$ cat src/hw/rtl/entropy_health_test_assert.svh
// ----------------------------------------------------------------------------
// entropy health test assertion macros
// shared concurrent assertion forms, clocked and gated by the active low reset
// ----------------------------------------------------------------------------
`ifndef ENTROPY_HEALTH_TEST_ASSERT_SVH
`define ENTROPY_HEALTH_TEST_ASSERT_SVH

// same cycle implication
`define EHT_ASSERT_NOW(label, clk, rst_n, ante, cons) \
    label: assert property (@(posedge clk) disable iff (!(rst_n)) (ante) |-> (cons)) \
        else $error("entropy health test: same cycle check failed");

// next cycle implication
`define EHT_ASSERT_NEXT(label, clk, rst_n, ante, cons) \
    label: assert property (@(posedge clk) disable iff (!(rst_n)) (ante) |=> (cons)) \
        else $error("entropy health test: next cycle check failed");

`endif

$ cat src/hw/rtl/eht_pkg.sv
// ----------------------------------------------------------------------------
// eht_pkg
// types and constants shared by the entropy health test block
// ----------------------------------------------------------------------------
`timescale 1ns / 1ps

package eht_pkg;

    localparam int RUN_W     = 8;
    localparam int CNT_W     = 7;
    localparam int TOTAL_W   = 16;
    localparam int CFG_IDX_W = 2;
    localparam int CFG_DAT_W = 8;

    localparam logic [RUN_W-1:0] RUN_MAX = 8'd255;
    localparam logic [RUN_W-1:0] RUN_ONE = 8'd1;

    localparam logic [RUN_W-1:0] MAX_REP_RESET = 8'd8;
    localparam logic [CNT_W-1:0] CUTOFF_RESET  = 7'd8;
    localparam logic [CNT_W-1:0] WINDOW_RESET  = 7'd16;

    typedef logic [CFG_IDX_W-1:0] t_cfg_idx_raw;

    typedef enum logic [CFG_IDX_W-1:0] {
        CFG_MAX_REPETITIONS = 2'd0,
        CFG_ADAPTIVE_CUTOFF = 2'd1,
        CFG_WINDOW_SIZE     = 2'd2
    } t_cfg_idx;

    typedef struct packed {
        logic [RUN_W-1:0] max_repetitions;
        logic [CNT_W-1:0] adaptive_cutoff;
        logic [CNT_W-1:0] window_size;
    } t_cfg;

    typedef struct packed {
        logic               repetition_fail;
        logic               adaptive_fail;
        logic [TOTAL_W-1:0] failure_total;
    } t_result;

endpackage

$ cat src/hw/rtl/eht_core.sv
// ----------------------------------------------------------------------------
// eht_core
// repetition count and adaptive proportion test state with failure total
// ----------------------------------------------------------------------------
`timescale 1ns / 1ps
`include "entropy_health_test_assert.svh"

module eht_core #(
    parameter int SAMPLE_WIDTH = 32
) (
    input  logic                    i_clk,
    input  logic                    i_rst_n,
    input  logic                    i_step,
    input  logic [SAMPLE_WIDTH-1:0] i_sample,
    input  eht_pkg::t_cfg           i_cfg,
    output eht_pkg::t_result        o_result
);
    import eht_pkg::*;

    logic [SAMPLE_WIDTH-1:0] r_last;
    logic [RUN_W-1:0]        r_run;
    logic [SAMPLE_WIDTH-1:0] r_ref;
    logic [CNT_W-1:0]        r_match;
    logic [CNT_W-1:0]        r_pos;
    logic [TOTAL_W-1:0]      r_total;

    logic [SAMPLE_WIDTH-1:0] n_last;
    logic [RUN_W-1:0]        n_run;
    logic [SAMPLE_WIDTH-1:0] n_ref;
    logic [CNT_W-1:0]        n_match;
    logic [CNT_W-1:0]        n_pos;
    logic [TOTAL_W-1:0]      n_total;

    logic             rep_fail;
    logic             ada_fail;
    logic [CNT_W-1:0] match_inc;
    logic [CNT_W-1:0] pos_base;
    logic [CNT_W-1:0] pos_inc;

    // repetition count test
    always_comb begin
        n_last = r_last;
        if (i_sample == r_last) begin
            n_run = (r_run == RUN_MAX) ? RUN_MAX : r_run + RUN_ONE;
        end else begin
            n_last = i_sample;
            n_run  = RUN_ONE;
        end
        rep_fail = (n_run >= i_cfg.max_repetitions);
    end

    // adaptive proportion test
    always_comb begin
        n_ref     = r_ref;
        n_match   = r_match;
        ada_fail  = 1'b0;
        match_inc = r_match + CNT_W'(1);
        pos_base  = r_pos;
        pos_inc   = '0;
        if (r_pos == '0) begin
            n_ref   = i_sample;
            n_match = CNT_W'(1);
            n_pos   = CNT_W'(1);
        end else begin
            if (i_sample == r_ref) begin
                n_match = match_inc;
                if (match_inc == i_cfg.adaptive_cutoff) begin
                    ada_fail = 1'b1;
                    pos_base = '0;
                end
            end
            pos_inc = pos_base + CNT_W'(1);
            n_pos   = (pos_inc == i_cfg.window_size) ? '0 : pos_inc;
        end
    end

    assign n_total = r_total + TOTAL_W'(rep_fail) + TOTAL_W'(ada_fail);

    always_ff @(posedge i_clk) begin
        if (!i_rst_n) begin
            r_last  <= '0;
            r_run   <= RUN_ONE;
            r_ref   <= '0;
            r_match <= '0;
            r_pos   <= '0;
            r_total <= '0;
        end else if (i_step) begin
            r_last  <= n_last;
            r_run   <= n_run;
            r_ref   <= n_ref;
            r_match <= n_match;
            r_pos   <= n_pos;
            r_total <= n_total;
        end
    end

    assign o_result.repetition_fail = rep_fail;
    assign o_result.adaptive_fail   = ada_fail;
    assign o_result.failure_total   = n_total;

    `EHT_ASSERT_NOW(a_run_nonzero, i_clk, i_rst_n, 1'b1, r_run != '0)
    `EHT_ASSERT_NOW(a_window_open_no_fail, i_clk, i_rst_n, i_step && r_pos == '0, !ada_fail)
    `EHT_ASSERT_NEXT(a_window_open_state, i_clk, i_rst_n, i_step && r_pos == '0,
        r_pos == CNT_W'(1) && r_match == CNT_W'(1))
    `EHT_ASSERT_NEXT(a_double_fail, i_clk, i_rst_n, i_step && rep_fail && ada_fail,
        r_total == TOTAL_W'($past(r_total) + TOTAL_W'(2)))

endmodule

$ cat config.mk
export PLATFORM = sky130hd
export DESIGN_NAME = eht_core
export DESIGN_NICKNAME = d
export VERILOG_FILES = /design/src/hw/rtl/eht_pkg.sv /design/src/hw/rtl/eht_core.sv
export VERILOG_INCLUDE_DIRS = /design/src /design/src/hw/rtl
export SDC_FILE = /design/constraint.sdc
export NUM_CORES = 1
export LEC_CHECK = 0
export BUFFER_PORTS_ARGS = -buffer_cell sky130_fd_sc_hd__buf_4
export CAP_MARGIN = 30
export CORE_MARGIN = 2
export CORE_UTILIZATION = 63
export CTS_BUF_LIST = sky130_fd_sc_hd__clkbuf_16
export DETAILED_ROUTE_END_ITERATION = 10
export GPL_ROUTABILITY_DRIVEN = 1
export PLACE_DENSITY = 0.86
export SYNTH_ARGS = -nofsm -noshare
export SYNTH_HDL_FRONTEND = slang
export SYNTH_SLANG_ARGS = --single-unit
$ cat constraint.sdc
create_clock -name i_clk -period 8.1 [get_ports i_clk]
set_input_delay 0.81 -clock i_clk [delete_from_list [all_inputs] [get_ports i_clk]]
set_output_delay 0.81 -clock i_clk [all_outputs]
set_load 0.05 [all_outputs]
; ---- Word-level counts from Yosys, hierarchy flattened
; Cells that the tools add are included.
[totals]
out_inout_bits = 18
wordCells = 35
in_bits = 57
reg_bits = 102
[op_classes]
magnitude_cmp = 1
reduce_logical = 5
bitwise = 1
muxes = 12
n_eq_ne = 5
addsub = 5
[ops]
columns = op, count
row1 = $eq A32 B32 Y1, 2
row2 = $mux W7, 7
row3 = $add A16 B1 Y16, 2
row4 = $mux W8, 2
row5 = $add A7 B1 Y7 const B, 2
row6 = $eq A7 B7 Y1, 2
row7 = $add A8 B1 Y8 const B, 1
row8 = $eq A8 B8 Y1 const B, 1
row9 = $ge A8 B8 Y1, 1
row10 = $logic_not A7 Y1, 1
row11 = $reduce_and A2 Y1, 3
row12 = $mux W1, 3
row13 = $reduce_bool A2 Y1, 1
row14 = $not A1 Y1, 1

; ---- Logic depth before layout (Yosys ltp)
[depth]
ltp_word = 9
mapped_depth = 26
ltp_nobuf = 26

; ---- Least setup slack after synthesis
; Ideal clock, no wire load.
[synth_timing]
path_kind = input to output
startpoint = input i_sample[7]
endpoint = output o_result[12] (netlist name)
t_arrival_ps = 5537
required_ps = 7290
path_slack_ps = 1753
cell_stages = 23
n_path_buf = 0
cell_sequence = xnor2_1 nand4_1 nor4_1 nand2_1 nor2_1 ha_1 nand2b_1 a21o_1 a21o_1 a21o_1 a21o_1 a21oi_1 nor2b_1 o21ai_0 nand2b_1 fa_1 ha_1 and3_1 and3_1 and3_1 and3_1 and3_1 xor2_1
[synth_rtl]
columns = element, line_no
row1 = "start, declared", eht_core.sv:14  ; input logic [SAMPLE_WIDTH-1:0] i_sample,
row2 = "end, declared", eht_core.sv:16  ; output eht_pkg::t_result o_result

==> out/metrics.sh <==
STATUS='finished clean'
DP_HPWL_UM=9040
YOSYS.AREA.TOP_TYPE_SHARE=0.352
SYN_STD_CELL_AREA_SQ_MM=0.00579
SETUP_VIOLATIONS=0
CLOCK.FMAX_GHz=0.145
LEADING_AREA_CONTRIBUTOR_AFTER_SYNTHESIS='sky130_fd_sc_hd__dfxtp_1'
MAPPEDNETLISTNETS=728
ANTENNA_FOUND_INITIAL=0
SYNTH_ASYNC_SR_FLOP_SHARE=0
ROUTED_WIRE_LENGTH_PER_INSTANCE_UM=15.3
POST_CTS.RESIZED_INSTANCES=0
ROUTED_WIRELENGTH_UM=12600
DRIVE_GT1_FRAC=0.145
CRITICAL_PATH.REG2REG.STARTPOINT='r_last[26]'
CLKPWRFRAC=0.380
SLOWEST_STAGE='sky130_fd_sc_hd__nor4_1'
DIE_Y_UM=99.9
PLACEABLE_CORE_AREA_SQ_MM=0.00881
FILL_CELLS=616
CTS_ROOT_BUFFER='sky130_fd_sc_hd__clkbuf_16'
DRV.MAX_CAP_VIOLATION_COUNT=0
NUM_VIAS=4687
RSZ0062_AT_GRT='false'
GLOBAL_PLACEMENT_ROUTABILITY_CONGESTION=0.819
DR.PASS1.ITERS=5
FF2FF_PATH_DEPTH=25
SYNTH.LIB_CELLS_USED.DISTINCT=56
PLACEMENT.IO_BUFFERS=74
SYNTH_EDF_COUNT=0
POWER.SHARE.SEQUENTIAL=0.486
AREAGROWTHSYNTHTOFINISH_PCT=15.3
SYNTH-SEQ-CELLS=102
CRITICALPATHCATEGORY='primary input to primary output'
CELLINTERNALPOWER_mW=0.809
GRT_PASS1_VIAS=4407
SLEW_HEADROOM=0.483
SYNTH_TOP_CELLS_BY_AREA='sky130_fd_sc_hd__dfxtp_1 35%, sky130_fd_sc_hd__xnor2_1 8.8%, sky130_fd_sc_hd__xor2_1 7.9%, sky130_fd_sc_hd__mux2i_1 7.1%, sky130_fd_sc_hd__nand2_1 6.3%'
FINAL_CORE_UTILIZATION=0.758
PEAKVDDDROP_V=0.000121
WORST-ENDPOINT-REQUIRED_NS=7.29
POST_SYNTH_INST_COUNT=658
CPMOSTUSEDCELL='sky130_fd_sc_hd__and3_1'
REGTOREGSETUPSLACK_NS=2.66
POSTSYNTH.TOPFLOPCELL='sky130_fd_sc_hd__dfxtp_1'
FINALCLOCKSKEW_NS=0.0109
FP.DIEAREA_SQ_MM=0.00998
MIN_DELAY_SRC='r_ref[31]'
TIMING.HOLD.WORST_PATH_DEPTH=2
POST-ROUTE-PERIOD-UTIL=0.849
R2R_END='r_total[14]'
HOLDCRITPATHCLASS='register to register'
IOPINCOUNT=75
CTS-ROOT-TO-SINK-BUFFERS=2
ARRIVAL_NS=6.07
MEAN_SYN_CELL_AREA_SQ_UM=8.80
POWER.SWITCHING_FRACTION=0.268
YS_SEQ_AREA_FRAC=0.352
TOTAL_NETS_FINAL=783
ANTENNA_VIOLATING_NETS_POST_ROUTE=0
SLEW_VIOLATIONS=0
CLKLATENCYLATEPIN_NS=0.34
FINAL_PERIOD_MINUS_WORST_SETUP_SLACK_NS=6.88
DIE_W_UM=99.9
PWR_DENSITY_CELL_mW_PER_MM2=165
GRT_UTIL_ALL_LAYERS=0.261
HOLDBUFCOUNTCTS=0
CTS_TREE='done'
COMBPWRFRAC=0.134
PLACEMENT_ROWS=34
WORSTPATHMAXFANOUT=8
POST_CTS_BUFFERS=0
CTS-BUFFERS-INSERTED=9
ROUTE.DETAILED.DRC=0
TOTALNEGATIVESETUPSLACK_NS=0
DETAIL_ROUTE.ITER0.VIOLATIONS=229
CTS_SINKS=102
INITIAL_UTILIZATION=0.658
MAX_SLEW.WORST_PIN.SLEW_NS=0.775
HTREEDEPTH=3
NET-SWITCHING-POWER_mW=0.296
P_LEAK_nW=2.93
YOSYS_WARNINGS=0
SETUP.WORST_PATH.END_CLASS='primary output'
HOLD_END='r_ref[31]'
HOLD_VIOL=0
GLOBAL_ROUTE.OVERFLOW_TOTAL=0
MAX_STAGE_DELAY_NS=0.48
GRT_PASS1_WL_UM=21100
POST_DRT_VIA_CELL_RATIO=5.67
CTS.CLK_SLEW.WORST_PATHS_NS=0.07
MAXIMUM_NUMBER_OF_PINS_ON_ONE_NET_BEFORE_GLOBAL_ROUTE_REPAIR=101
WORST_SETUP_PATH_START_KIND='primary input'
DIODES=0
[cell usage after synthesis, types with 3 or more instances]
| cell type | number |
|---|---|
| sky130_fd_sc_hd__nor2b_1 | 48 |
| sky130_fd_sc_hd__a21boi_0 | 36 |
| sky130_fd_sc_hd__inv_1 | 15 |
| sky130_fd_sc_hd__or3_1 | 6 |
| sky130_fd_sc_hd__xnor2_1 | 58 |
| sky130_fd_sc_hd__and2_1 | 21 |
| sky130_fd_sc_hd__nor4_1 | 12 |
| sky130_fd_sc_hd__clkbuf_1 | 27 |
| sky130_fd_sc_hd__dfxtp_1 | 102 |
| sky130_fd_sc_hd__nand4_1 | 16 |
| sky130_fd_sc_hd__o21ai_0 | 13 |
| sky130_fd_sc_hd__a21oi_1 | 10 |
| sky130_fd_sc_hd__mux2i_1 | 41 |
| sky130_fd_sc_hd__nor3_1 | 6 |
| sky130_fd_sc_hd__buf_1 | 3 |
| sky130_fd_sc_hd__nor2_1 | 8 |
| sky130_fd_sc_hd__nand3_1 | 10 |
| sky130_fd_sc_hd__ha_1 | 12 |
| sky130_fd_sc_hd__o211a_1 | 3 |
| sky130_fd_sc_hd__a21o_1 | 5 |
| sky130_fd_sc_hd__and3_1 | 14 |
| sky130_fd_sc_hd__nand2_1 | 98 |
| sky130_fd_sc_hd__xor2_1 | 52 |
[placed cells by master (no fill, tap or decap), types with 2 or more instances in the layout]
| cell type | n |
|---|---|
| sky130_fd_sc_hd__o211a_1 | 3 |
| sky130_fd_sc_hd__o31ai_1 | 2 |
| sky130_fd_sc_hd__dfxtp_1 | 102 |
| sky130_fd_sc_hd__a211oi_1 | 2 |
| sky130_fd_sc_hd__or3_1 | 6 |
| sky130_fd_sc_hd__xor2_1 | 52 |
| sky130_fd_sc_hd__nand2_1 | 97 |
| sky130_fd_sc_hd__o22ai_1 | 2 |
| sky130_fd_sc_hd__nor3_1 | 6 |
| sky130_fd_sc_hd__buf_4 | 75 |
| sky130_fd_sc_hd__a31oi_1 | 2 |
| sky130_fd_sc_hd__o21ai_0 | 13 |
| sky130_fd_sc_hd__nor2b_1 | 48 |
| sky130_fd_sc_hd__or2_2 | 2 |
| sky130_fd_sc_hd__nor4_1 | 12 |
| sky130_fd_sc_hd__clkbuf_16 | 9 |
| sky130_fd_sc_hd__or4_1 | 2 |
| sky130_fd_sc_hd__inv_8 | 2 |
| sky130_fd_sc_hd__nand3_1 | 10 |
| sky130_fd_sc_hd__ha_1 | 12 |
| sky130_fd_sc_hd__and2_1 | 21 |
| sky130_fd_sc_hd__nand4_1 | 16 |
| sky130_fd_sc_hd__a21o_1 | 5 |
| sky130_fd_sc_hd__mux2i_1 | 41 |
| sky130_fd_sc_hd__inv_6 | 3 |
| sky130_fd_sc_hd__a211o_1 | 2 |
| sky130_fd_sc_hd__xnor2_1 | 58 |
| sky130_fd_sc_hd__a21oi_1 | 10 |
| sky130_fd_sc_hd__nor2_1 | 8 |
| sky130_fd_sc_hd__inv_1 | 15 |
| sky130_fd_sc_hd__and3_1 | 14 |
| sky130_fd_sc_hd__nand2b_1 | 2 |
| sky130_fd_sc_hd__a21boi_0 | 36 |
[sequential cells by signal, indices dropped and copies added (netlist names)]
| register | count |
|---|---|
| r_last | 32 |
| r_match | 7 |
| r_pos | 7 |
| r_ref | 32 |
| r_run | 8 |
| r_total | 16 |
[critical path: cells and delay by family]
kind | cells | cell delay [ns]
AOI/OAI and AO/OA | 6 | 0.96
xor gates and xnor gates | 2 | 0.40
buffers and inverters | 2 | 0.35
and+or+nand+nor | 13 | 2.67
adders and majority gates | 3 | 0.87
[power by group through the flow]
| stage | sequential (mW) | clock (mW) | combinational, mW |
|---|---|---|---|
| 2_1_floorplan | 0.545 | 0 | 0.0925 |
| 3_3_place_gp | 0.547 | 0 | 0.139 |
| 3_5_place_dp | 0.548 | 0 | 0.146 |
| 4_1_cts | 0.537 | 0.425 | 0.148 |
| 5_1_grt | 0.539 | 0.444 | 0.163 |
| 6_report | 0.537 | 0.420 | 0.148 |
[kinds of logic after synthesis]
family	after synthesis	share of synthesized area
buffers and inverters	48	0.0337
flip-flops	102	0.352
AND/OR/NAND/NOR	254	0.230
adder cells (fa/ha/maj)	13	0.0294
AO/OA/AOI/OAI	89	0.114
XOR/XNOR	111	0.170
multiplexers	41	0.0708
[area by class of cell]
class	instances	area [sq um]	share of cell area
multi-input cells	508	3560	0.533
well taps	108	135	0.0202
repair buffers	77	598	0.0896
clock inverters	7	62.6	0.00937
clock buffers	9	225	0.0337
flip-flops and latches	102	2040	0.306
inverters	15	56.3	0.00843
[through the flow]
step	cells	setup WS (ns)	instance area (sq um)	power, mW	hold WS [ns]
finish	826	1.22	6680	1.10	0.480
global route	826	0.854	6680	1.15	0.512
CTS	826	1.24	6680	1.11	0.485
detailed placement	810	1.16	6390	0.694	0.475
global placement	808	1.30	6350	0.686	0.463
floorplan	658	1.75	5790	0.638	0.455
[routing by layer]
metal / GRT usage / vias up / routed length [um]
met2: 0.450 / 100 / 6310
met4: 0.0780 / 0 / 201
met3: 0.0313 / 16 / 457
met5: 0 / - / 0
met1: 0.345 / 2228 / 5650
li1: - / 2343 / -
[worst max-delay path by stage]
stage | from | depth (start not counted) | endpoint
5_1_grt | i_sample[26] | 26 | o_result[14]
6_report | i_sample[26] | 26 | o_result[14]
4_1_cts | i_sample[26] | 26 | o_result[14]
3_5_place_dp | i_sample[7] | 26 | o_result[14]
2_1_floorplan | i_sample[7] | 23 | o_result[12]
3_3_place_gp | i_sample[7] | 26 | o_result[14]
Power figures use the tool's default switching activity.
